==> src/rtl/atrp_pkg.sv <==
// ----------------------------------------------------------------------------
// atrp_pkg: shared types, widths and constants for the tilt calculator
// Holds the CORDIC datapath widths, the arctangent table, the stage payload
// types and the angle rounding and saturation function.
// ----------------------------------------------------------------------------
package atrp_pkg;

    // Number of CORDIC micro-rotations per angle and output fraction bits.
    localparam int CORDIC_STEPS        = 16;
    localparam int ANGLE_FRACTION_BITS = 7;

    // Fixed formats of the datapath.
    localparam int SAMPLE_W   = 16;
    localparam int GUARD_BITS = 8;
    localparam int ANGLE_Q    = 16;
    localparam int TABLE_LEN  = 24;
    localparam int DW         = 28;   // CORDIC x/y width, holds gain growth
    localparam int ANG_W      = 25;   // Q16 degree accumulator width
    localparam int GAIN_W     = 18;
    localparam int PROD_W     = SAMPLE_W + 1 + GAIN_W;
    localparam int ROLL_W     = 16;
    localparam int PITCH_W    = 15;

    localparam int GAIN_Q16   = 107922;
    localparam int DEG90_Q16  = 5898240;
    localparam int DEG180_Q16 = 11796480;
    localparam int OUT_SHIFT  = ANGLE_Q - ANGLE_FRACTION_BITS;

    // Vector and angle carried through each CORDIC stage.
    typedef struct packed {
        logic signed [DW-1:0]    x;
        logic signed [DW-1:0]    y;
        logic signed [ANG_W-1:0] ang;
    } vec_t;

    // Side information that rides along with each item.
    typedef struct packed {
        logic signed [PROD_W-1:0] prod;
        logic                     roll_zero;
        logic                     pitch_zero;
        logic [ROLL_W-1:0]        roll;
    } side_t;

    // atan(2^-i) in degrees, Q16, rounded to nearest.
    function automatic logic signed [ANG_W-1:0] atan_q16(input int idx);
        logic signed [ANG_W-1:0] v;
        unique case (idx)
            0:       v = ANG_W'(2949120);
            1:       v = ANG_W'(1740967);
            2:       v = ANG_W'(919879);
            3:       v = ANG_W'(466945);
            4:       v = ANG_W'(234379);
            5:       v = ANG_W'(117304);
            6:       v = ANG_W'(58666);
            7:       v = ANG_W'(29335);
            8:       v = ANG_W'(14668);
            9:       v = ANG_W'(7334);
            10:      v = ANG_W'(3667);
            11:      v = ANG_W'(1833);
            12:      v = ANG_W'(917);
            13:      v = ANG_W'(458);
            14:      v = ANG_W'(229);
            15:      v = ANG_W'(115);
            16:      v = ANG_W'(57);
            17:      v = ANG_W'(29);
            18:      v = ANG_W'(14);
            19:      v = ANG_W'(7);
            20:      v = ANG_W'(4);
            21:      v = ANG_W'(2);
            22:      v = ANG_W'(1);
            default: v = '0;
        endcase
        return v;
    endfunction

    // Clamp a Q16 angle to +-limit, then round to nearest (ties up) at the
    // output fraction width.
    function automatic logic signed [ANG_W-1:0] to_output(
        input logic signed [ANG_W-1:0] a,
        input logic signed [ANG_W-1:0] limit
    );
        logic signed [ANG_W-1:0] c;
        logic signed [ANG_W-1:0] r;
        logic signed [ANG_W-1:0] lim_out;
        c = a;
        if (c > limit)
        begin
            c = limit;
        end
        if (c < -limit)
        begin
            c = -limit;
        end
        r       = (c + (ANG_W'(1) <<< (OUT_SHIFT - 1))) >>> OUT_SHIFT;
        lim_out = limit >>> OUT_SHIFT;
        if (r > lim_out)
        begin
            r = lim_out;
        end
        if (r < -lim_out)
        begin
            r = -lim_out;
        end
        return r;
    endfunction

endpackage

==> src/rtl/atrp_post.sv <==
// ----------------------------------------------------------------------------
// atrp_post: output stage
// Rounds and saturates the pitch angle and holds the result in the output
// register until it is transferred.
// ----------------------------------------------------------------------------
module atrp_post (
    input  logic                                clk,
    input  logic                                rst_n,
    input  logic                                en,
    input  logic                                in_valid,
    input  atrp_pkg::vec_t                      in_vec,
    input  atrp_pkg::side_t                     in_side,
    output logic                                out_valid,
    output logic signed [atrp_pkg::ROLL_W-1:0]  roll_angle,
    output logic signed [atrp_pkg::PITCH_W-1:0] pitch_angle
);
    import atrp_pkg::*;

    logic                      valid_reg;
    logic signed [ROLL_W-1:0]  roll_reg;
    logic signed [PITCH_W-1:0] pitch_reg;
    logic signed [ANG_W-1:0]   pitch_q;

    // Pitch rounding; the all-zero sample gives zero.
    always_comb
    begin
        if (in_side.pitch_zero)
        begin
            pitch_q = '0;
        end
        else
        begin
            pitch_q = to_output(in_vec.ang, ANG_W'(DEG90_Q16));
        end
    end

    // Valid bit.
    always_ff @(posedge clk or negedge rst_n)
    begin
        if (!rst_n)
        begin
            valid_reg <= 1'b0;
        end
        else if (en)
        begin
            valid_reg <= in_valid;
        end
    end

    // Output payload registers.
    always_ff @(posedge clk)
    begin
        if (en)
        begin
            roll_reg  <= in_side.roll;
            pitch_reg <= pitch_q[PITCH_W-1:0];
        end
    end

    assign out_valid   = valid_reg;
    assign roll_angle  = roll_reg;
    assign pitch_angle = pitch_reg;

endmodule

==> config.mk <==
export PLATFORM = sky130hd
export DESIGN_NAME = atrp_post
export DESIGN_NICKNAME = d
export VERILOG_FILES = /design/src/rtl/atrp_pkg.sv /design/src/rtl/atrp_post.sv
export SDC_FILE = /design/constraint.sdc
export NUM_CORES = 1
export LEC_CHECK = 0
export BUFFER_PORTS_ARGS = -buffer_cell sky130_fd_sc_hd__clkbuf_2
export CORE_UTILIZATION = 40
export DETAILED_ROUTE_END_ITERATION = 8
export PLACE_DENSITY_LB_ADDON = 0.2
export SYNTH_ARGS = -nofsm -noshare
export SYNTH_HDL_FRONTEND = slang
export SYNTH_SLANG_ARGS = --single-unit
==> constraint.sdc <==
create_clock -name clk -period 1 [get_ports clk]
set_input_delay 0.2 -clock clk [delete_from_list [all_inputs] [get_ports clk]]
set_output_delay 0.2 -clock clk [all_outputs]
set_load 0.02 [all_outputs]
==> impl_metrics.sql <==
INSERT INTO impl_metrics (metric_group, metric, value, unit) VALUES
('timing', 'timing.final.hold_violations', '0', ''),
('floorplanning', 'fp.dieArea', '5390', 'um2'),
('routing', 'ant_nets', '0', ''),
('clock_network', 'tritoncts', 'built', ''),
('timing', 'max_slew.worst_pin.slew', '0.543', 'ns'),
('floorplanning', 'die_h', '73.4', 'um'),
('logic_synthesis', 'syn-cell-area', '2040', 'um2'),
('timing', 'min_period', '3.46', 'ns'),
('job', 'cap_viol_max_count', '0', ''),
('floorplanning', 'dieWidth', '73.4', 'um'),
('floorplanning', 'num_io_pins', '170', ''),
('power_and_ir_drop', 'power.total', '4560', 'uW'),
('power_and_ir_drop', 'internal_power', '3180', 'uW'),
('timing', 'slew_viol_final', '0', ''),
('clock_network', 'worstSkewPairLatency', '0.28', 'ns'),
('global_route', 'global_route.usage.met2', '48.0', '%'),
('clock_network', 'cts_buffers', '5', ''),
('outcome', 'violations', 'negative setup slack', ''),
('clock_network', 'clk_pin_slew', '0.07', 'ns'),
('global_route', 'grt_util_met3', '4.12', '%'),
('place', 'buffer_ports.inserted', '77', ''),
('logic_synthesis', 'synthesis.area_per_instance', '10.4', 'um2'),
('place', 'post-dp-hpwl', '4800', 'um'),
('logic_synthesis', 'synth_seq_area_share', '46.8', '%'),
('power_and_ir_drop', 'comb_power_share', '36.9', '%'),
('clock_network', 'cts-htree-levels', '2', ''),
('global_route', 'grt_remaining_overflow', '0', ''),
('power_and_ir_drop', 'seqPwrFrac', '36.5', '%'),
('routing', 'drt_pre_antenna_iters', '4', ''),
('routing', 'vias_per_cell', '5.58', ''),
('global_route', 'grt.total_usage', '24.6', '%'),
('logic_synthesis', 'synth.ff_latch_count', '32', ''),
('routing', 'drcViolationCount', '0', ''),
('timing', 'worst_slack', '-2.46', 'ns'),
('routing', 'wire_per_inst', '18.8', 'um'),
('cells_and_area', 'multi_input_comb_area', '1370', 'um2'),
('logic_synthesis', 'netlist.area_leader.share', '45.6', '%'),
('logic_synthesis', 'synth_net_count', '337', ''),
('timing', 'setup_violations', '46', ''),
('power_and_ir_drop', 'power.leakage', '0.00157', 'uW'),
('timing', 'fmaxAchievable', '0.289', 'GHz'),
('clock_network', 'cts_root_buf', 'sky130_fd_sc_hd__clkbuf_8', ''),
('timing', 'grt_setup_unrepaired', 'true', ''),
('power_and_ir_drop', 'power_density', '1210', 'nW/um2'),
('critical_path', 'startpoint_type', 'input port', ''),
('routing', 'via_count', '2320', ''),
('outcome', 'run_status', 'finished, violations left', ''),
('clock_network', 'clk_path_buf_depth', '2', ''),
('floorplanning', 'rows', '25', ''),
('cells_and_area', 'layout-drive-gt1-share', '61.0', '%'),
('critical_path', 'cp_data_required_time', '1.10', 'ns'),
('power_and_ir_drop', 'power_switching_share', '30.3', '%'),
('global_route', 'grt_pass1_vias', '2180', ''),
('routing', 'drt-total-wl', '7820', 'um'),
('logic_synthesis', 'ys.flop_type', 'sky130_fd_sc_hd__edfxtp_1', ''),
('timing', 'post-route-period-util', '346', '%'),
('cells_and_area', 'nNetsFinal', '489', ''),
('logic_synthesis', 'ys_async_sr_fraction', '3.13', '%'),
('timing', 'worst_hold_slack', '0.0880', 'ns'),
('logic_synthesis', 'synth-edff-count', '31', ''),
('min_path', 'hp-class', 'input port to flip-flop', ''),
('critical_path', 'cp_max_fo', '6', ''),
('clock_network', 'clock_sink_total', '32', ''),
('power_and_ir_drop', 'ir_drop', '663', 'uV'),
('routing', 'first_iter_violations', '146', ''),
('cells_and_area', 'regArea', '956', 'um2'),
('global_route', 'antenna_found_initial', '0', ''),
('logic_synthesis', 'netlist_top_cells_area', 'sky130_fd_sc_hd__edfxtp_1 (46%), sky130_fd_sc_hd__xnor2_1 (3.9%), sky130_fd_sc_hd__nand3_1 (3.4%), sky130_fd_sc_hd__nor3_1 (2.7%), sky130_fd_sc_hd__o21ai_0 (2.7%)', ''),
('logic_synthesis', 'post_synthesis_cell_type_count', '48', ''),
('global_route', 'grt_start_max_net_pins', '17', ''),
('global_route', 'use_met1', '25.5', '%');
-- worst paths after layout --
check / depth (start not counted) / to / startpoint / slack [ns]
min in group asynchronous: 2 / out_valid / rst_n / 0.24
max in group asynchronous: 2 / out_valid / rst_n / 0.67
min: 1 / roll_angle[15] / in_side[15] / 0.09
min reg2reg: 1 / out_valid / out_valid / 0.54
max reg2reg: 1 / out_valid / out_valid / 0.24
max: 18 / pitch_angle[1] / in_vec[18] / -2.46
-- cell usage in the layout, fill, tap and decap left out, types with 6 or more instances in the layout --
cell type                  instances
sky130_fd_sc_hd__nand3_1          11
sky130_fd_sc_hd__o21ai_0           6
sky130_fd_sc_hd__nor2_1           12
sky130_fd_sc_hd__xnor2_1           6
sky130_fd_sc_hd__clkbuf_2         43
sky130_fd_sc_hd__nand2_1           8
sky130_fd_sc_hd__edfxtp_1         31
sky130_fd_sc_hd__buf_4            70
sky130_fd_sc_hd__buf_6            32
-- sequential cells by signal, indices dropped and copies added (netlist names) --
signal	flops
out_valid	1
roll_angle	16
pitch_angle	15
-- power groups by stage --
stage / Sequential [uW] / Clock [uW] / Combinational [uW]
after CTS: 1630 / 1220 / 1390
after global routing: 1670 / 1270 / 1760
after floorplan: 1800 / 0 / 487
after detailed placement: 1660 / 0 / 1200
after global placement: 1660 / 0 / 1170
final: 1660 / 1220 / 1680
-- through the flow --
stage	setup TNS (ns)	setup slack [ns]	utilization [%]	instance area, um2	cells
4_1_cts	-34.43	-2.34	71.6	3450	415
6_report	-36.02	-2.46	78.6	3780	416
3_5_place_dp	-42.14	-2.90	63.0	3030	391
5_1_grt	-38.72	-2.60	78.6	3780	416
2_1_floorplan	-46.54	-3.19	-	2160	196
3_3_place_gp	-40.77	-2.79	63.0	3030	391
-- cell type report --
class | instances | area share [%]
clock buffers | 5 | 1.82
clock inverters | 3 | 1.12
inverters | 4 | 0.529
multi-input cells | 149 | 36.1
flip-flops and latches | 32 | 25.3
well taps | 67 | 2.21
repair buffers | 156 | 33.0
-- layer usage --
layer  part of all wire, %  vias to the layer above  wire length, um
li1                      -                     1069                -
met1                    36                     1117             2830
met2                    56                      111             4360
met3                   5.2                       23              404
met4                   2.8                        0              221
met5                     0                        -                0
-- cell families after synthesis --
logic type / count (synthesis) / share of synthesized area (%)
AOI/OAI and AO/OA: 39 / 14.2
xor gates and xnor gates: 13 / 5.58
adders and majority gates: 3 / 1.84
buffers and inverters: 16 / 3.43
DFF: 32 / 46.8
muxes: 5 / 2.64
and+or+nand+nor: 88 / 25.5
-- worst max-delay path, stage by stage --
cell                        delay, ns
sky130_fd_sc_hd__buf_6           0.10
sky130_fd_sc_hd__nor2_4          0.09
sky130_fd_sc_hd__nor2_1          0.05
sky130_fd_sc_hd__o21ai_1         0.11
sky130_fd_sc_hd__nand2_1         0.10
sky130_fd_sc_hd__ha_4            0.26
sky130_fd_sc_hd__inv_4           0.06
sky130_fd_sc_hd__o2111ai_4       0.11
sky130_fd_sc_hd__ha_4            0.29
sky130_fd_sc_hd__buf_4           0.16
sky130_fd_sc_hd__nand3b_1        0.18
sky130_fd_sc_hd__or4_4           0.48
sky130_fd_sc_hd__or3_1           0.35
sky130_fd_sc_hd__and2_1          0.22
sky130_fd_sc_hd__o221ai_4        0.24
sky130_fd_sc_hd__nand2b_4        0.11
sky130_fd_sc_hd__buf_12          0.15
sky130_fd_sc_hd__nor4b_4         0.31
-- repair_timing --
item / CTS / global route
gates resized for setup: 27 / 115
buffers inserted: 13 / 2
pin swaps: 25 / 20
cloned: 2 / 1
hold endpoints to repair: 1 / 0
hold buffers: 1 / 0
endpoints found under the setup margin: 40 / 47
Note: power is estimated with default switching activity, not from simulation.
