===== config.mk =====
export PLATFORM = sky130hd
export DESIGN_NAME = atrp_cordic
export DESIGN_NICKNAME = d
export VERILOG_FILES = /design/src/rtl/atrp_pkg.sv /design/src/rtl/atrp_cordic.sv
export SDC_FILE = /design/constraint.sdc
export NUM_CORES = 2
export LEC_CHECK = 0
export BUFFER_PORTS_ARGS = -buffer_cell sky130_fd_sc_hd__buf_4
export CAP_MARGIN = 5
export CORE_MARGIN = 5
export CORE_UTILIZATION = 40
export DETAILED_ROUTE_END_ITERATION = 12
export MAX_ROUTING_LAYER = met4
export PLACE_DENSITY_LB_ADDON = 0.08
export SLEW_MARGIN = 25
export SYNTH_ARGS = -nofsm -noshare
export SYNTH_HDL_FRONTEND = slang
export SYNTH_SLANG_ARGS = --single-unit
export TNS_END_PERCENT = 1

===== constraint.sdc =====
create_clock -name clk -period 7.86 [get_ports clk]
set_input_delay 1.572 -clock clk [delete_from_list [all_inputs] [get_ports clk]]
set_output_delay 1.572 -clock clk [all_outputs]
set_load 0.005 [all_outputs]

===== src/rtl/atrp_pkg.sv =====
// ----------------------------------------------------------------------------
// atrp_pkg: shared types, widths and constants for the tilt calculator
// Holds the CORDIC datapath widths, the arctangent table, the stage payload
// types and the angle rounding and saturation function.
// ----------------------------------------------------------------------------
package atrp_pkg;

    // Number of CORDIC micro-rotations per angle and output fraction bits.
    localparam int CORDIC_STEPS        = 16;
    localparam int ANGLE_FRACTION_BITS = 7;

    // Fixed formats of the datapath.
    localparam int SAMPLE_W   = 16;
    localparam int GUARD_BITS = 8;
    localparam int ANGLE_Q    = 16;
    localparam int TABLE_LEN  = 24;
    localparam int DW         = 28;   // CORDIC x/y width, holds gain growth
    localparam int ANG_W      = 25;   // Q16 degree accumulator width
    localparam int GAIN_W     = 18;
    localparam int PROD_W     = SAMPLE_W + 1 + GAIN_W;
    localparam int ROLL_W     = 16;
    localparam int PITCH_W    = 15;

    localparam int GAIN_Q16   = 107922;
    localparam int DEG90_Q16  = 5898240;
    localparam int DEG180_Q16 = 11796480;
    localparam int OUT_SHIFT  = ANGLE_Q - ANGLE_FRACTION_BITS;

    // Vector and angle carried through each CORDIC stage.
    typedef struct packed {
        logic signed [DW-1:0]    x;
        logic signed [DW-1:0]    y;
        logic signed [ANG_W-1:0] ang;
    } vec_t;

    // Side information that rides along with each item.
    typedef struct packed {
        logic signed [PROD_W-1:0] prod;
        logic                     roll_zero;
        logic                     pitch_zero;
        logic [ROLL_W-1:0]        roll;
    } side_t;

    // atan(2^-i) in degrees, Q16, rounded to nearest.
    function automatic logic signed [ANG_W-1:0] atan_q16(input int idx);
        logic signed [ANG_W-1:0] v;
        unique case (idx)
            0:       v = ANG_W'(2949120);
            1:       v = ANG_W'(1740967);
            2:       v = ANG_W'(919879);
            3:       v = ANG_W'(466945);
            4:       v = ANG_W'(234379);
            5:       v = ANG_W'(117304);
            6:       v = ANG_W'(58666);
            7:       v = ANG_W'(29335);
            8:       v = ANG_W'(14668);
            9:       v = ANG_W'(7334);
            10:      v = ANG_W'(3667);
            11:      v = ANG_W'(1833);
            12:      v = ANG_W'(917);
            13:      v = ANG_W'(458);
            14:      v = ANG_W'(229);
            15:      v = ANG_W'(115);
            16:      v = ANG_W'(57);
            17:      v = ANG_W'(29);
            18:      v = ANG_W'(14);
            19:      v = ANG_W'(7);
            20:      v = ANG_W'(4);
            21:      v = ANG_W'(2);
            22:      v = ANG_W'(1);
            default: v = '0;
        endcase
        return v;
    endfunction

    // Clamp a Q16 angle to +-limit, then round to nearest (ties up) at the
    // output fraction width.
    function automatic logic signed [ANG_W-1:0] to_output(
        input logic signed [ANG_W-1:0] a,
        input logic signed [ANG_W-1:0] limit
    );
        logic signed [ANG_W-1:0] c;
        logic signed [ANG_W-1:0] r;
        logic signed [ANG_W-1:0] lim_out;
        c = a;
        if (c > limit)
        begin
            c = limit;
        end
        if (c < -limit)
        begin
            c = -limit;
        end
        r       = (c + (ANG_W'(1) <<< (OUT_SHIFT - 1))) >>> OUT_SHIFT;
        lim_out = limit >>> OUT_SHIFT;
        if (r > lim_out)
        begin
            r = lim_out;
        end
        if (r < -lim_out)
        begin
            r = -lim_out;
        end
        return r;
    endfunction

endpackage


===== src/rtl/atrp_cordic.sv =====
// ----------------------------------------------------------------------------
// atrp_cordic: unrolled vectoring CORDIC pipeline
// One micro-rotation per register stage; the side information and the valid
// bit move with the vector.
// ----------------------------------------------------------------------------
module atrp_cordic (
    input  logic            clk,
    input  logic            rst_n,
    input  logic            en,
    input  logic            in_valid,
    input  atrp_pkg::vec_t  in_vec,
    input  atrp_pkg::side_t in_side,
    output logic            out_valid,
    output atrp_pkg::vec_t  out_vec,
    output atrp_pkg::side_t out_side
);
    import atrp_pkg::*;

    logic  valid_reg [CORDIC_STEPS];
    vec_t  vec_reg   [CORDIC_STEPS];
    side_t side_reg  [CORDIC_STEPS];

    for (genvar i = 0; i < CORDIC_STEPS; i++)
    begin : g_step
        logic  cur_valid;
        vec_t  cur_vec;
        side_t cur_side;
        vec_t  vec_next;

        if (i == 0)
        begin : g_first
            assign cur_valid = in_valid;
            assign cur_vec   = in_vec;
            assign cur_side  = in_side;
        end
        else
        begin : g_rest
            assign cur_valid = valid_reg[i-1];
            assign cur_vec   = vec_reg[i-1];
            assign cur_side  = side_reg[i-1];
        end

        // Rotate toward the x axis by atan(2^-i).
        always_comb
        begin
            if (cur_vec.y >= 0)
            begin
                vec_next.x   = cur_vec.x + (cur_vec.y >>> i);
                vec_next.y   = cur_vec.y - (cur_vec.x >>> i);
                vec_next.ang = cur_vec.ang + atan_q16(i);
            end
            else
            begin
                vec_next.x   = cur_vec.x - (cur_vec.y >>> i);
                vec_next.y   = cur_vec.y + (cur_vec.x >>> i);
                vec_next.ang = cur_vec.ang - atan_q16(i);
            end
        end

        // Valid bit of this stage.
        always_ff @(posedge clk or negedge rst_n)
        begin
            if (!rst_n)
            begin
                valid_reg[i] <= 1'b0;
            end
            else if (en)
            begin
                valid_reg[i] <= cur_valid;
            end
        end

        // Payload of this stage.
        always_ff @(posedge clk)
        begin
            if (en)
            begin
                vec_reg[i]  <= vec_next;
                side_reg[i] <= cur_side;
            end
        end
    end

    assign out_valid = valid_reg[CORDIC_STEPS-1];
    assign out_vec   = vec_reg[CORDIC_STEPS-1];
    assign out_side  = side_reg[CORDIC_STEPS-1];

endmodule


==> metrics.md <==
| Metric | Value |
|---|---|
| Run status | completed |
| Top post-synthesis cells by count | sky130_fd_sc_hd__edfxtp_1 (2143), sky130_fd_sc_hd__ha_1 (1184), sky130_fd_sc_hd__xnor2_1 (1070) |
| Die Ht | 591 µm |
| M2 GR Usage | 31.1% |
| Leading cell types by total area after synthesis | sky130_fd_sc_hd__edfxtp_1 (48%), sky130_fd_sc_hd__ha_1 (11%), sky130_fd_sc_hd__xnor2_1 (7.0%), sky130_fd_sc_hd__xor2_1 (3.5%), sky130_fd_sc_hd__a21oi_1 (3.5%) |
| Io pins | 273 |
| Gr usage total | 19.5% |
| Type of the setup path with the least slack | reg -> reg |
| Flip-flop count of the largest register, all copies and words added | 1295 |
| Die X-Extent | 591 µm |
| Endpoint required time on the critical path | 8460 ps |
| Area share of the leading cell type in the synthesized netlist | 47.7% |
| Clock Sinks | 2159 |
| Initial DRT Pass Iterations | 5 |
| Largest net degree at the start of global routing | 156 |
| Relative slew slack | 14.3% |
| Std-Cell Core Area | 336000 µm² |
| Path category of the worst min-delay check | reg -> reg |
| Max-capacitance violation count | 0 |
| Worst clock skew | 51.7 ps |
| Count of hold buffers inserted by post-cts repair | 0 |
| Seq/Total Area, Yosys | 48.0% |
| Met3 usage | 2.43% |
| Number of global-route vias before repair | 93600 |
| Simple logic cell fraction of the synthesized area | 11.3% |
| Post-synthesis compound-gate area fraction | 16.0% |
| Die area | 349000 µm² |
| Root buffer cell | sky130_fd_sc_hd__clkbuf_16 |
| Final number of setup-violating endpoints | 0 |
| Share of post-route cells with drive strength above 1 | 6.53% |
| Leading area contributor after synthesis | sky130_fd_sc_hd__edfxtp_1 |
| Layout area overhead | 12.1% |
| HPWL reported at the end of detailed placement | 263 mm |
| Gr ovfl total | 0 |
| Mapped Cells | 12300 |
| EDFF count, synth | 2143 |
| Minimum clock period | 5160 ps |
| Flip-flop cell with the highest count after synthesis | sky130_fd_sc_hd__edfxtp_1 |
| Remaining antenna violation count after routing | 0 |
| Number of pins with negative max-slew slack in the final report | 0 |
| Multiplexer fraction of the synthesized cell area | 0.424% |
| Fraction of synthesized cell area in xor and xnor cells | 10.5% |
| Violation count after the first detailed-routing iteration | 6152 |
| Setup repair after global routing missed its margin | false |
| Proportion of register bits with asynchronous set or reset after synthesis | 0.741% |
| Clock network latency to the later pin of the worst-skew pair | 900 ps |
| Post-synthesis cell area | 135000 µm² |
| TritonCTS Buffers | 263 |
| RD Place Congestion | 0.905 |
| Measured slew at the worst slew-check pin | 1280 ps |
| CTS H-tree lvls | 5 |
| Element type at the critical path end | register |
| Number of buffers inserted by port buffering | 272 |
| Maximum net fanout on the critical path | 6 |
| Total via count in the routed design | 95500 |
| Syn. warnings | 0 |
| Dominant combinational cell family by area after synthesis | compound AO/OA/AOI/OAI gates |
| Number of rows in the core area | 213 |
| Layout net count | 14100 |
| Number of antenna violations at the first check in global routing | 20 |
| Fin crit share | 65.7% |
| Met1 track demand over resource in global routing | 26.6% |
| Most heavily used metal layer in global routing | met2 |
| Setup slack, reg-to-reg | 2700 ps |
| Post-detailed-route via-to-cell ratio | 5.46 |
| Clock Path Buffers | 4 |
| Total detailed-routing wirelength | 341 mm |
| Post-cts repair resize count | 0 |
| Setup repair bufs after CTS | 0 |
| Clock tree from TritonCTS | yes |
| Post-Synth Adder-Cell Area | 11.7% |
| Synthesized area per cell | 10.9 µm² |
| Library cell with the highest instance count after synthesis | sky130_fd_sc_hd__edfxtp_1 |
| Wire length of the first global-routing pass | 534 mm |
| Flops & latches, synth | 2159 |
| Distinct cell type count after synthesis | 94 |
| Starting Density | 40.1% |
| Count of endpoints failing hold in the final timing report | 0 |
| Maximum clock frequency | 0.194 GHz |
| DR WL/cell | 19.5 µm |
| Worst endpoint data arrival time | 5760 ps |
| Startpoint kind of the worst setup timing path | register |
| Drc violations | 0 |
| Clk pin slew, worst setup/hold paths | 60 ps |
| Total Negative Setup Slacks | 0 ps |
worst paths after layout:
kind | start | to | cells past startpoint
max in group asynchronous | rst_n | g_step[13].cur_valid$_DFFE_PN0P_ | 1
worst max-delay path | vec_reg[1][112]$_DFFE_PP_ | vec_reg[2][79]$_DFFE_PP_ | 17
worst min register to register | side_reg[0][398]$_DFFE_PP_ | side_reg[1][27]$_DFFE_PP_ | 0
worst max register to register | vec_reg[1][112]$_DFFE_PP_ | vec_reg[2][79]$_DFFE_PP_ | 17
min in group asynchronous | rst_n | g_step[2].cur_valid$_DFFE_PN0P_ | 1
worst min-delay path | side_reg[0][398]$_DFFE_PP_ | side_reg[1][27]$_DFFE_PP_ | 0
layout make-up:
cell class                 instances  area, µm²
antenna                           12       30.0
clock buffer                     322       6900
clock inverter                   131       1540
fill                           31000     185000
inverter                         533       2000
multi-input combinational       9481      67500
sequential                      2159      64800
tap                             4515       5650
timing repair buffer             344       2730
kinds of logic (layout without fill, tap and decap cells):
group                      after synthesis  after routing
xor gates and xnor gates              1609           1609
and+or+nand+nor                       3126           3126
adders and majority gates             1230           1230
other                                    1            117
AOI/OAI and AO/OA                     3356           3356
muxes                                   55             55
DFF                                   2159           2159
buffers and inverters                  789           1330
stage by stage:
stage | instances | hold WS (ps) | setup slack, ps | util, % | cell area [µm²]
floorplan | 12400 | 400 | 3150 | - | 135000
global placement | 17000 | 400 | 2410 | 42.4 | 143000
detailed placement | 17000 | 405 | 2620 | 42.4 | 143000
CTS | 17500 | 398 | 2680 | 44.9 | 151000
global route | 17500 | 404 | 2320 | 45.0 | 151000
finish | 17500 | 398 | 2700 | 45.0 | 151000
worst max-delay path, cell delays in order, from the launching register on:
cell and delay (ps):
sky130_fd_sc_hd__edfxtp_1 490, sky130_fd_sc_hd__nor3_1 320, sky130_fd_sc_hd__nand2b_1 160, sky130_fd_sc_hd__nor4_1 260, sky130_fd_sc_hd__nor2b_1 430, sky130_fd_sc_hd__nand2_1 200
sky130_fd_sc_hd__o41ai_1 440, sky130_fd_sc_hd__xnor2_1 190, sky130_fd_sc_hd__ha_1 340, sky130_fd_sc_hd__a21o_1 190, sky130_fd_sc_hd__a21oi_1 150, sky130_fd_sc_hd__o21ai_0 110
sky130_fd_sc_hd__a21oi_1 310, sky130_fd_sc_hd__o21ai_0 300, sky130_fd_sc_hd__a2111oi_0 560, sky130_fd_sc_hd__o21bai_1 140, sky130_fd_sc_hd__a21oi_1 190, sky130_fd_sc_hd__xnor2_1 110
placed cells by master (no fill, tap or decap), types with 79 or more instances in the layout:
master                         n
sky130_fd_sc_hd__or4_1       104
sky130_fd_sc_hd__conb_1      105
sky130_fd_sc_hd__a21oi_1     935
sky130_fd_sc_hd__buf_4       333
sky130_fd_sc_hd__nand3_1     273
sky130_fd_sc_hd__inv_1       531
sky130_fd_sc_hd__or3_1       123
sky130_fd_sc_hd__xor2_1      539
sky130_fd_sc_hd__nand2b_1    184
sky130_fd_sc_hd__and3_1      100
sky130_fd_sc_hd__xnor2_1    1070
sky130_fd_sc_hd__ha_1       1184
sky130_fd_sc_hd__nor3_1      294
sky130_fd_sc_hd__o21a_1      128
sky130_fd_sc_hd__edfxtp_1   2143
sky130_fd_sc_hd__clkbuf_16   265
sky130_fd_sc_hd__a21o_1      366
sky130_fd_sc_hd__o21ai_0     735
sky130_fd_sc_hd__nor4_1       79
sky130_fd_sc_hd__a31oi_1     127
sky130_fd_sc_hd__nand2_1     713
sky130_fd_sc_hd__o41ai_1      94
sky130_fd_sc_hd__o31ai_1     208
sky130_fd_sc_hd__a211oi_1     91
sky130_fd_sc_hd__nor2b_1     125
sky130_fd_sc_hd__nor2_1      871
sky130_fd_sc_hd__o21bai_1    144
metal layers:
| layer | wire length, µm | part of all wire, % |
|---|---|---|
| met2 | 158000 | 46 |
| met5 | 0 | 0 |
| met4 | 7380 | 2.2 |
| met1 | 161000 | 47 |
| met3 | 14900 | 4.4 |
Power is left out: the tool's default activity adds up to more than one toggle a clock period on the data nets, which glitch-free logic cannot reach.
