==> src/rtl/atrp_pkg.sv <==
// ----------------------------------------------------------------------------
// atrp_pkg: shared types, widths and constants for the tilt calculator
// Holds the CORDIC datapath widths, the arctangent table, the stage payload
// types and the angle rounding and saturation function.
// ----------------------------------------------------------------------------
package atrp_pkg;

    // Number of CORDIC micro-rotations per angle and output fraction bits.
    localparam int CORDIC_STEPS        = 16;
    localparam int ANGLE_FRACTION_BITS = 7;

    // Fixed formats of the datapath.
    localparam int SAMPLE_W   = 16;
    localparam int GUARD_BITS = 8;
    localparam int ANGLE_Q    = 16;
    localparam int TABLE_LEN  = 24;
    localparam int DW         = 28;   // CORDIC x/y width, holds gain growth
    localparam int ANG_W      = 25;   // Q16 degree accumulator width
    localparam int GAIN_W     = 18;
    localparam int PROD_W     = SAMPLE_W + 1 + GAIN_W;
    localparam int ROLL_W     = 16;
    localparam int PITCH_W    = 15;

    localparam int GAIN_Q16   = 107922;
    localparam int DEG90_Q16  = 5898240;
    localparam int DEG180_Q16 = 11796480;
    localparam int OUT_SHIFT  = ANGLE_Q - ANGLE_FRACTION_BITS;

    // Vector and angle carried through each CORDIC stage.
    typedef struct packed {
        logic signed [DW-1:0]    x;
        logic signed [DW-1:0]    y;
        logic signed [ANG_W-1:0] ang;
    } vec_t;

    // Side information that rides along with each item.
    typedef struct packed {
        logic signed [PROD_W-1:0] prod;
        logic                     roll_zero;
        logic                     pitch_zero;
        logic [ROLL_W-1:0]        roll;
    } side_t;

    // atan(2^-i) in degrees, Q16, rounded to nearest.
    function automatic logic signed [ANG_W-1:0] atan_q16(input int idx);
        logic signed [ANG_W-1:0] v;
        unique case (idx)
            0:       v = ANG_W'(2949120);
            1:       v = ANG_W'(1740967);
            2:       v = ANG_W'(919879);
            3:       v = ANG_W'(466945);
            4:       v = ANG_W'(234379);
            5:       v = ANG_W'(117304);
            6:       v = ANG_W'(58666);
            7:       v = ANG_W'(29335);
            8:       v = ANG_W'(14668);
            9:       v = ANG_W'(7334);
            10:      v = ANG_W'(3667);
            11:      v = ANG_W'(1833);
            12:      v = ANG_W'(917);
            13:      v = ANG_W'(458);
            14:      v = ANG_W'(229);
            15:      v = ANG_W'(115);
            16:      v = ANG_W'(57);
            17:      v = ANG_W'(29);
            18:      v = ANG_W'(14);
            19:      v = ANG_W'(7);
            20:      v = ANG_W'(4);
            21:      v = ANG_W'(2);
            22:      v = ANG_W'(1);
            default: v = '0;
        endcase
        return v;
    endfunction

    // Clamp a Q16 angle to +-limit, then round to nearest (ties up) at the
    // output fraction width.
    function automatic logic signed [ANG_W-1:0] to_output(
        input logic signed [ANG_W-1:0] a,
        input logic signed [ANG_W-1:0] limit
    );
        logic signed [ANG_W-1:0] c;
        logic signed [ANG_W-1:0] r;
        logic signed [ANG_W-1:0] lim_out;
        c = a;
        if (c > limit)
        begin
            c = limit;
        end
        if (c < -limit)
        begin
            c = -limit;
        end
        r       = (c + (ANG_W'(1) <<< (OUT_SHIFT - 1))) >>> OUT_SHIFT;
        lim_out = limit >>> OUT_SHIFT;
        if (r > lim_out)
        begin
            r = lim_out;
        end
        if (r < -lim_out)
        begin
            r = -lim_out;
        end
        return r;
    endfunction

endpackage

==> src/rtl/atrp_pre.sv <==
// ----------------------------------------------------------------------------
// atrp_pre: input stage
// Scales the sample, folds the (z, y) vector into the right half-plane,
// forms the gain-scaled -x product and flags the zero vectors.
// ----------------------------------------------------------------------------
module atrp_pre (
    input  logic                                 clk,
    input  logic                                 rst_n,
    input  logic                                 en,
    input  logic                                 in_valid,
    input  logic signed [atrp_pkg::SAMPLE_W-1:0] accel_x,
    input  logic signed [atrp_pkg::SAMPLE_W-1:0] accel_y,
    input  logic signed [atrp_pkg::SAMPLE_W-1:0] accel_z,
    output logic                                 out_valid,
    output atrp_pkg::vec_t                       out_vec,
    output atrp_pkg::side_t                      out_side
);
    import atrp_pkg::*;

    logic                     valid_reg;
    vec_t                     vec_reg;
    vec_t                     vec_next;
    side_t                    side_reg;
    side_t                    side_next;
    logic signed [DW-1:0]     zs;
    logic signed [DW-1:0]     ys;
    logic signed [SAMPLE_W:0] neg_x;

    // Scale by the guard bits and turn a left half-plane vector by 90 degrees.
    always_comb
    begin
        zs = DW'(accel_z) <<< GUARD_BITS;
        ys = DW'(accel_y) <<< GUARD_BITS;
        vec_next.x   = zs;
        vec_next.y   = ys;
        vec_next.ang = '0;
        if (zs < 0)
        begin
            if (ys >= 0)
            begin
                vec_next.x   = ys;
                vec_next.y   = -zs;
                vec_next.ang = ANG_W'(DEG90_Q16);
            end
            else
            begin
                vec_next.x   = -ys;
                vec_next.y   = zs;
                vec_next.ang = -ANG_W'(DEG90_Q16);
            end
        end
    end

    // Gain-scaled -x product and the zero-vector flags.
    always_comb
    begin
        neg_x                = -((SAMPLE_W + 1)'(accel_x));
        side_next.prod       = PROD_W'(neg_x) * PROD_W'(GAIN_Q16);
        side_next.roll_zero  = (accel_y == '0) && (accel_z == '0);
        side_next.pitch_zero = (accel_x == '0) && (accel_y == '0) && (accel_z == '0);
        side_next.roll       = '0;
    end

    // Valid bit.
    always_ff @(posedge clk or negedge rst_n)
    begin
        if (!rst_n)
        begin
            valid_reg <= 1'b0;
        end
        else if (en)
        begin
            valid_reg <= in_valid;
        end
    end

    // Payload registers.
    always_ff @(posedge clk)
    begin
        if (en)
        begin
            vec_reg  <= vec_next;
            side_reg <= side_next;
        end
    end

    assign out_valid = valid_reg;
    assign out_vec   = vec_reg;
    assign out_side  = side_reg;

endmodule

==> config.mk <==
export PLATFORM = sky130hd
export DESIGN_NAME = atrp_pre
export DESIGN_NICKNAME = d
export VERILOG_FILES = /design/src/rtl/atrp_pkg.sv /design/src/rtl/atrp_pre.sv
export SDC_FILE = /design/constraint.sdc
export NUM_CORES = 1
export LEC_CHECK = 0
export BUFFER_PORTS_ARGS = -buffer_cell sky130_fd_sc_hd__buf_2
export CAP_MARGIN = 20
export CORE_UTILIZATION = 58
export DETAILED_ROUTE_END_ITERATION = 12
export PLACE_DENSITY = 0.83
export RECOVER_POWER = 25
export SLEW_MARGIN = 20
export SYNTH_ARGS = -nofsm -noshare
export SYNTH_HDL_FRONTEND = slang
export SYNTH_SLANG_ARGS = --single-unit
export TNS_END_PERCENT = 30
==> constraint.sdc <==
create_clock -name clk -period 1.27 [get_ports clk]
set_clock_uncertainty 0.2 [all_clocks]
set_input_delay 0.1905 -clock clk [delete_from_list [all_inputs] [get_ports clk]]
set_output_delay 0.1905 -clock clk [all_outputs]
set_load 0.02 [all_outputs]
==> impl_results.rst, run 1 <==
.. list-table::
   :header-rows: 1

   * - Metric
     - Value
   * - HPWL after detailed placement
     - 20700 um
   * - Top post-synthesis cells by area
     - edfxtp_1, fa_1, ha_1
   * - First Error
     - [ERROR GRT-0232] Routing congestion too high. Check the congestion heatmap in the GUI.
   * - Sum of overflow across all layers after global routing
     - 54
   * - GRT worst endpoint
     - out_side[51]$_DFFE_PP_/D
   * - Async S/R FF share, synth
     - 1.27%
   * - RePlAce Congestion
     - 0.924
   * - Run status
     - aborted with a tool error
   * - Netlist cell types
     - 70
   * - Die height
     - 131 um
   * - Std-Cell Rows
     - 46
   * - CTS root buffer
     - clkbuf_16
   * - Maximum clock insertion buffer count
     - 2
   * - Synth top area share
     - 24.3%
   * - H-tree lvl count
     - 3
   * - Number of buffer cells added on primary ports
     - 136
   * - Area of the mapped netlist
     - 9640 um^2
   * - Maximum number of pins on one net before global-route repair
     - 40
   * - Number of top-level design ports
     - 187
   * - Die X-Extent
     - 131 um
   * - Total clock sinks
     - 79
   * - Yosys reg bits
     - 79
   * - Primary flip-flop cell chosen by synthesis mapping
     - edfxtp_1
   * - Synth warn
     - 0
   * - Total routing usage reported by global routing
     - 72.1%
   * - Kind of pin the worst path terminates on
     - sequential cell input
   * - Dpl ws
     - -5430 ps
   * - Starting density of the core
     - 60.0%
   * - Num CTS Buffers
     - 9
   * - Area leader, netlist
     - edfxtp_1
   * - Share of synthesized area occupied by flip-flops and latches
     - 24.6%
   * - Fail Step
     - 5_1_grt
   * - Syn avg cell area
     - 9.61 um^2
   * - Post-synthesis instance total
     - 1003
   * - EDFF count, synth
     - 78
## per-stage QoR
step	utilization (%)	instance area (um^2)	std cells	setup TNS [ps]
2_1_floorplan	-	10300	1055	-130100
3_3_place_gp	77.9	12500	1567	-146380
3_5_place_dp	77.9	12500	1567	-152290
4_1_cts	85.9	13800	1611	-124340
## synthesized netlist by cell type, types with 5 or more instances
cell type and n:
nor2_1 67, o31ai_1 8, or4_1 5, clkbuf_1 23, buf_4 56, a21oi_1 62
o21ai_0 25, ha_1 118, xor2_1 36, a21o_1 9, nand2b_1 9, inv_1 183
a211oi_1 9, nor3_1 16, mux2i_1 8, edfxtp_1 78, and2_1 5, xnor2_1 63
or3_1 10, fa_1 79, nand3_1 10, nor2b_1 6, nand2_1 44
## kinds of logic after synthesis
family	share of synthesized area, %
AOI/OAI and AO/OA	10.2
xor gates and xnor gates	9.17
adders and majority gates	31.7
buffers and inverters	12.9
DFF	24.6
muxes	1.18
other	0.0389
and+or+nand+nor	10.3
## repair_timing
item,CTS
endpoints found under the hold margin,6
pin swaps,98
buffers inserted,24
resized for setup,159
setup endpoints to repair,89
hold buffers,6
## routing by layer
metal,GRT usage (%),GRT overflow
met3,59.2,0
met4,74.2,16
met5,14.1,0
met2,90.6,37
met1,69.3,1
==> inputs of run 2 (changes only) <==
--- a/config.mk
+++ b/config.mk
@@ -7,9 +7,9 @@
 export LEC_CHECK = 0
 export BUFFER_PORTS_ARGS = -buffer_cell sky130_fd_sc_hd__buf_2
 export CAP_MARGIN = 20
-export CORE_UTILIZATION = 58
+export CORE_UTILIZATION = 40
 export DETAILED_ROUTE_END_ITERATION = 12
-export PLACE_DENSITY = 0.83
+export PLACE_DENSITY_LB_ADDON = 0.15
 export RECOVER_POWER = 25
 export SLEW_MARGIN = 20
 export SYNTH_ARGS = -nofsm -noshare
==> run 2 against run 1 <==
Net effect: the flow now finishes, with violations (setup timing); area after synthesis did not move; synthesized cell count did not move.
==> impl_results.rst, run 2 <==
.. list-table::
   :header-rows: 1

   * - Metric
     - Value
   * - Number of buffer cells added on primary ports
     - 136 (unchanged)
   * - Num CTS Buffers
     - 9 (unchanged)
   * - Placed Instance Area
     - 12700 um^2 (+1.7%)
   * - Top achievable clock speed
     - 164 MHz
   * - Setup repair after global routing missed its margin
     - true
   * - Total routing usage reported by global routing
     - 19.4%
   * - Synth top area share
     - 24.3% (unchanged)
   * - Endpoint arrival time on the critical path
     - 5990 ps
   * - Leading cell type in the layout, fill and taps excluded
     - buf_4
   * - Area added between synthesis and finish
     - 50.2%
   * - Final setup violating endpoints
     - 83
   * - Syn avg cell area
     - 9.61 um^2 (unchanged)
   * - Total vias in the final route
     - 8042
   * - Post-detailed-route DRC marker count
     - 0
   * - Starting density of the core
     - 40.9% (-19 points)
   * - Final Hold Violating Endpoints
     - 0
   * - Number of top-level design ports
     - 187 (unchanged)
   * - Met3 Routed Length
     - 941 um
   * - Highest metal layer used by the detailed router
     - met4
   * - Per-cell via count in the routed design
     - 4.64
   * - Fraction of final layout cells with drive strength greater than 1
     - 46.4%
   * - Async S/R FF share, synth
     - 1.27% (unchanged)
   * - DIE AREA
     - 24700 um^2
   * - Synth cell count leaders
     - inv_1, ha_1, fa_1
   * - Sum of overflow across all layers after global routing
     - 0
   * - Antenna diode instance count
     - 0
   * - Netlist cell types
     - 70 (unchanged)
   * - Number of global-route vias before repair
     - 7807
   * - Most frequent cells in the layout
     - buf_4, inv_1, buf_2
   * - Data required, critical path
     - 1170 ps
   * - Maximum fanout along the worst path
     - 3
   * - Area of the mapped netlist
     - 9640 um^2 (unchanged)
   * - Yosys reg bits
     - 79 (unchanged)
   * - Worst-skew pair later-pin latency
     - 340 ps
   * - Max-slew violation count
     - 0
   * - Total clock sinks
     - 79 (unchanged)
   * - Max reg flops
     - 42
   * - Placeable core region
     - 23500 um^2
   * - Measured slew at the worst slew-check pin
     - 831 ps
   * - DR WL met2
     - 12600 um
   * - Maximum clock insertion buffer count
     - 2 (unchanged)
   * - Max-cap violations
     - 0
   * - Dominant cell by count in the synthesized netlist
     - inv_1
   * - Tightest slew margin relative to the limit
     - 44.6%
   * - Area leader, netlist
     - edfxtp_1
   * - Hold WC Path Type
     - in -> reg
   * - Wirelength per Cell
     - 14.2 um
   * - Standby leakage power
     - 6.75 nW
   * - Routed WL
     - 24600 um
   * - Number of antenna violations at the first check in global routing
     - 1
   * - Type of the worst setup path
     - in -> reg
   * - Crit. End Element
     - flop
   * - Die height
     - 157 um (+20%)
   * - Maximum number of pins on one net before global-route repair
     - 62
   * - RePlAce Congestion
     - 0.872 (-5.7%)
   * - Final cell area excluding filler cells
     - 14500 um^2
   * - Failing checks
     - setup timing
   * - CTS root buffer
     - clkbuf_16
   * - H-tree lvl count
     - 3 (unchanged)
   * - Run status
     - finished, violations left
   * - First-pass GRT wire length
     - 37500 um
   * - Std-Cell Rows
     - 56 (+22%)
   * - Routed length on met1
     - 10600 um
   * - Portion of the clock cycle consumed by the worst path in the final layout
     - 480%
   * - Post-synthesis instance total
     - 1003 (unchanged)
   * - VDD IR max
     - 2320 uV
   * - CP Launch Type
     - input port
   * - Final worst-path setup slack
     - -4830 ps
   * - Die X-Extent
     - 157 um (+20%)
   * - EDFF count, synth
     - 78 (unchanged)
   * - Share of synthesized area occupied by flip-flops and latches
     - 24.6% (unchanged)
   * - Primary flip-flop cell chosen by synthesis mapping
     - edfxtp_1
   * - Synth warn
     - 0 (unchanged)
   * - Number of iterations in the first detailed-routing pass
     - 4
   * - Clock tree from TritonCTS
     - built
   * - Top post-synthesis cells by area
     - edfxtp_1, fa_1, ha_1
   * - Dpl ws
     - -5400 ps (+23.6 ps)
   * - DRC violation total after the first TritonRoute iteration
     - 237
   * - HPWL after detailed placement
     - 19200 um (-7.2%)
   * - Layout net count
     - 1659
   * - Final critical path time including I/O delays and setup
     - 6100 ps
   * - DRT antenna net count
     - 0
   * - Number of filler cells placed in the layout
     - 1935
   * - Clock transition time at the flip-flop clock pins of the worst setup and hold paths
     - 60 ps
   * - Power density over the cells
     - 3140 nW/um^2
-- run 2: cell counts after synthesis --
No cell type changed its count.
-- run 2: metal layers --
layer,global-route usage (%),vias up
li1,-,4030
met1,24.4,3802
met2,34.2,172
met3,2.89,38
met4,5.69,0
met5,0,-
-- run 2: logic make-up (layout without fill, tap and decap cells) --
| family | count (synthesis) | in the layout | synth area share [%] |
|---|---|---|---|
| buffers and inverters | 268 | 628 | 12.9 |
| adder cells (fa/ha/maj) | 197 | 197 | 31.7 |
| AND/OR/NAND/NOR | 195 | 195 | 10.3 |
| AO/OA/AOI/OAI | 152 | 152 | 10.2 |
| XOR/XNOR | 100 | 100 | 9.17 |
| flip-flops | 79 | 79 | 24.6 |
| multiplexers | 11 | 11 | 1.18 |
| other | 1 | 53 | 0.0389 |
-- run 2: per-stage QoR --
| step | std cells | total power, mW | TNS, ps | hold WS (ps) | util [%] |
|---|---|---|---|---|---|
| 6_report | 1734 | 45.5 | -125730 | 21.2 | 61.5 |
| 5_1_grt | 1734 | 49.5 | -135180 | 33.1 | 61.5 |
| 4_1_cts | 1717 | 43.2 | -123370 | 29.3 | 59.1 |
| 3_5_place_dp | 1678 | 36.6 | -149980 | -234 | 54.1 |
| 3_3_place_gp | 1678 | 36.2 | -149140 | -235 | 54.1 |
| 2_1_floorplan | 1055 | 26.3 | -130100 | -305 | - |
-- run 2: path summary, 6_finish.rpt --
path / start / end / slack (ps) / depth (start not counted)
min in group asynchronous: rst_n / out_valid$_DFFE_PN0P_ / 470 / 3
worst max-delay path: accel_x[4] / out_side[52]$_DFFE_PP_ / -4830 / 24
worst min register to register: out_valid$_DFFE_PN0P_ / out_valid$_DFFE_PN0P_ / 300 / 1
worst max register to register: out_valid$_DFFE_PN0P_ / out_valid$_DFFE_PN0P_ / 340 / 1
max in group asynchronous: rst_n / out_valid$_DFFE_PN0P_ / 300 / 3
worst min-delay path: accel_y[2] / out_vec[35]$_DFFE_PP_ / 20 / 3
-- run 2: final cells by class --
type	instances	area, um^2	area share (%)
multi-input cells	708	7570	52.3
flip-flops and latches	79	2370	16.4
repair buffers	428	3160	21.8
well taps	319	399	2.76
clock buffers	10	229	1.58
clock inverters	6	46.3	0.320
inverters	184	703	4.86
-- run 2: critical path, stage by stage --
cell and delay [ps]:
buf_6 100, nor4_4 290, nand2_2 110, or3_4 410, xor2_4 210, ha_4 270
inv_2 30, fa_1 500, fa_1 440, fa_1 510, inv_1 50, fa_1 470
inv_1 50, fa_1 470, inv_1 60, ha_4 220, a211oi_2 200, o21ai_1 100
a221o_1 340, and2_4 160, nor3_4 260, o31ai_4 120, o41ai_2 310, xnor2_1 110
-- run 2: repair_timing --
action	CTS	global route
pin swaps	93	79
buffers inserted	18	21
gates resized for setup	147	98
hold buffers	5	0
hold endpoints to repair	4	0
setup endpoints to repair	100	135
-- run 2: power by group --
group,switching [mW],internal (mW)
logic,18.5,19.7
clock network,1.11,1.33
registers,0.146,4.72
total,19.7,25.8
No activity file was read; power rests on OpenSTA's default activity.
==> inputs of run 3 (changes only) <==
--- a/config.mk
+++ b/config.mk
@@ -9,6 +9,7 @@
 export CAP_MARGIN = 20
 export CORE_UTILIZATION = 40
 export DETAILED_ROUTE_END_ITERATION = 12
+export GPL_TIMING_DRIVEN = 0
 export PLACE_DENSITY_LB_ADDON = 0.15
 export RECOVER_POWER = 25
 export SLEW_MARGIN = 20
==> run 3 against run 2 <==
Net effect: the run still ends with setup timing left; critical endpoint is now out_side[46]$_DFFE_PP_; register-to-register slack barely moved; global-route usage decreased by 0.38 points; largest cell class unchanged; worst setup slack better by 16 ps; clock power up 5%; wire length shrank 3.5%; critical path depth increased by 1; sequential share of layout area is 0.58 points higher; combinational power decreased by 8.1%; via count is 5.2% lower; sequential power about the same.
==> impl_results.rst, run 3 (synthesis results as in run 2) <==
.. list-table::
   :header-rows: 1

   * - Metric
     - Value
   * - CTS root buffer
     - clkbuf_16
   * - Starting density of the core
     - 40.9% (unchanged)
   * - Number of buffer cells added on primary ports
     - 133 (-2.2%)
   * - Placeable core region
     - 23500 um^2 (unchanged)
   * - Failing checks
     - setup timing
   * - DRT antenna net count
     - 0 (unchanged)
   * - Area taken by flip-flops and latches
     - 2370 um^2 (unchanged)
   * - Final worst-path setup slack
     - -4810 ps (+16.2 ps)
   * - Relative contribution of the clock network to total power
     - 6.1% (+0.7 points)
   * - Final Hold Violating Endpoints
     - 0 (unchanged)
   * - Tightest slew margin relative to the limit
     - 49.4% (+4.9 points)
   * - Area of the multi-input gates
     - 7750 um^2 (+2.3%)
   * - Power density over the cells
     - 3040 nW/um^2 (-3.1%)
   * - RePlAce Congestion
     - 0.902 (+3.4%)
   * - Layout net count
     - 1559 (-6.0%)
   * - Die X-Extent
     - 157 um (unchanged)
   * - Maximum clock insertion buffer count
     - 2 (unchanged)
   * - DIE AREA
     - 24700 um^2 (unchanged)
   * - Total routing usage reported by global routing
     - 19.0% (-0.38 points)
   * - Run status
     - finished, violations left
   * - H-tree lvl count
     - 3 (unchanged)
   * - Internal Dissipation
     - 23.3 mW (-9.4%)
   * - Leading cell type in the layout, fill and taps excluded
     - inv_1
   * - Launching point of the worst reg2reg path
     - out_valid$_DFFE_PN0P_
   * - Startpoint of the lowest-slack hold path
     - accel_z[7]
   * - Type of the worst setup path
     - in -> reg
   * - Sum of overflow across all layers after global routing
     - 0 (unchanged)
   * - Fraction of final layout cells with drive strength greater than 1
     - 41.5% (-4.8 points)
   * - Portion of the clock cycle consumed by the worst path in the final layout
     - 479% (-1.3 points)
   * - Clock transition time at the flip-flop clock pins of the worst setup and hold paths
     - 70 ps (about the same)
   * - Std-Cell Rows
     - 56 (unchanged)
   * - Logic gate share of total power
     - 82.5% (-1.4 points)
   * - Antenna diode instance count
     - 0 (unchanged)
   * - CP startpoint
     - accel_x[3]
   * - Setup repair after global routing missed its margin
     - true
   * - Number of top-level design ports
     - 187 (unchanged)
   * - Die height
     - 157 um (unchanged)
   * - Standby leakage power
     - 6.32 nW (-6.4%)
   * - VDD IR max
     - 2520 uV (+8.8%)
   * - End-of-flow core utilization
     - 59.4% (-2.1 points)
   * - Worst-skew pair later-pin latency
     - 340 ps (about the same)
   * - Area added between synthesis and finish
     - 45.0%
   * - Total clock sinks
     - 79 (unchanged)
   * - Dpl ws
     - -6270 ps (-867 ps)
   * - HPWL after detailed placement
     - 17900 um (-7.0%)
   * - Number of filler cells placed in the layout
     - 2006 (+3.7%)
   * - Most frequent cells in the layout
     - inv_1, buf_4, buf_2
   * - Max-slew violation count
     - 0 (unchanged)
   * - Crit. End Element
     - flop
   * - Top achievable clock speed
     - 165 MHz (+0.27%)
   * - Clock tree from TritonCTS
     - built
   * - Relative contribution of sequential cells to total power
     - 11.4% (+0.7 points)
   * - Post-detailed-route DRC marker count
     - 0 (unchanged)
   * - Number of antenna violations at the first check in global routing
     - 0 (-1)
   * - Switching power of the nets
     - 19.2 mW (-2.6%)
   * - DRC violation total after the first TritonRoute iteration
     - 279 (+18%)
   * - Switching Share
     - 45.2% (+1.8 points)
   * - Total vias in the final route
     - 7625 (-5.2%)
   * - Number of global-route vias before repair
     - 7351 (-5.8%)
   * - First-pass GRT wire length
     - 36600 um (-2.6%)
   * - Max-cap violations
     - 0 (unchanged)
   * - Maximum fanout along the worst path
     - 5 (+2)
   * - Wirelength per Cell
     - 14.5 um (+2.4%)
   * - Num CTS Buffers
     - 9 (unchanged)
   * - Data required, critical path
     - 1170 ps (about the same)
   * - Routed WL
     - 23700 um (-3.5%)
   * - Hold WC Path Type
     - in -> reg
   * - Final setup violating endpoints
     - 84 (+1.2%)
   * - Maximum number of pins on one net before global-route repair
     - 53 (-15%)
   * - Final critical path time including I/O delays and setup
     - 6080 ps (-16.2 ps)
   * - CP Launch Type
     - input port
   * - Max reg flops
     - 42 (unchanged)
   * - Measured slew at the worst slew-check pin
     - 758 ps (-72.9 ps)
   * - Per-cell via count in the routed design
     - 4.67 (+0.62%)
   * - Number of iterations in the first detailed-routing pass
     - 5 (+1)
   * - Endpoint arrival time on the critical path
     - 5980 ps (about the same)
-- run 3: layout make-up --
type,instances,area share (%)
Tap cell,319,2.86
Timing Repair Buffer,249,13.4
Clock buffer,9,1.61
Clock inverter,7,0.456
Inverter,184,5.24
Sequential cell,79,16.9
Multi-Input combinational cell,708,55.4
Buffer,79,4.12
-- run 3: final timing paths --
| check | end | slack, ps | cells past startpoint |
|---|---|---|---|
| worst min register to register | out_valid$_DFFE_PN0P_ | 300 | 1 |
| worst max-delay path | out_side[46]$_DFFE_PP_ | -4810 | 25 |
| max in group asynchronous | out_valid$_DFFE_PN0P_ | 280 | 3 |
| worst max register to register | out_valid$_DFFE_PN0P_ | 340 | 1 |
| worst min-delay path | out_vec[68]$_DFFE_PP_ | 6 | 3 |
| min in group asynchronous | out_valid$_DFFE_PN0P_ | 490 | 3 |
-- run 3: power groups by stage --
stage / Combinational [mW] / Sequential, mW / Clock (mW)
final: 35.1 / 4.85 / 2.58
after global routing: 38.4 / 4.90 / 2.73
after CTS: 31.4 / 4.86 / 2.67
after detailed placement: 26.6 / 4.91 / 0
after global placement: 26.4 / 4.91 / 0
after floorplan: 20.5 / 5.78 / 0
-- run 3: per-layer routing --
metal / wire length, um / share of wire (%) / vias to the layer above / global-route usage (%)
li1: - / - / 3829 / -
met1: 10500 / 44 / 3589 / 24.2
met2: 11900 / 50 / 181 / 33.1
met3: 927 / 3.9 / 26 / 2.70
met4: 417 / 1.8 / 0 / 6.20
met5: 0 / 0 / - / 0
-- run 3: worst max-delay path: stages --
cell and delay [ps]:
buf_12 100, nor4_4 320, nand2_2 90, buf_4 140, or3_4 390, xor2_4 200, ha_4 290, inv_2 40
fa_1 540, inv_2 60, ha_4 230, fa_1 460, fa_1 540, inv_1 50, fa_1 520, inv_1 60
ha_4 240, a211oi_2 270, o21ai_2 80, a221o_1 330, and2_4 170, buf_4 130, or3_4 330, a21oi_2 140
xnor2_1 70
-- run 3: timing repair --
item | 4_1_cts | 5_1_grt
resized for setup | 199 | 115
setup endpoints to repair | 133 | 150
hold buffers | 8 | 0
setup buffers | 71 | 39
pin swaps | 103 | 56
endpoints found under the hold margin | 7 | 0
-- run 3: through the flow --
| step | hold slack [ps] | instance area [um^2] | std cells | TNS, ps | power, mW |
|---|---|---|---|---|---|
| 2_1_floorplan | -305 | 10300 | 1055 | -130100 | 26.3 |
| 3_3_place_gp | -235 | 11300 | 1507 | -245170 | 31.3 |
| 3_5_place_dp | -233 | 11400 | 1508 | -184630 | 31.5 |
| 4_1_cts | 9.67 | 13300 | 1599 | -122180 | 39.0 |
| 5_1_grt | 23.9 | 14000 | 1634 | -132970 | 46.0 |
| 6_report | 6.03 | 14000 | 1634 | -123180 | 42.5 |
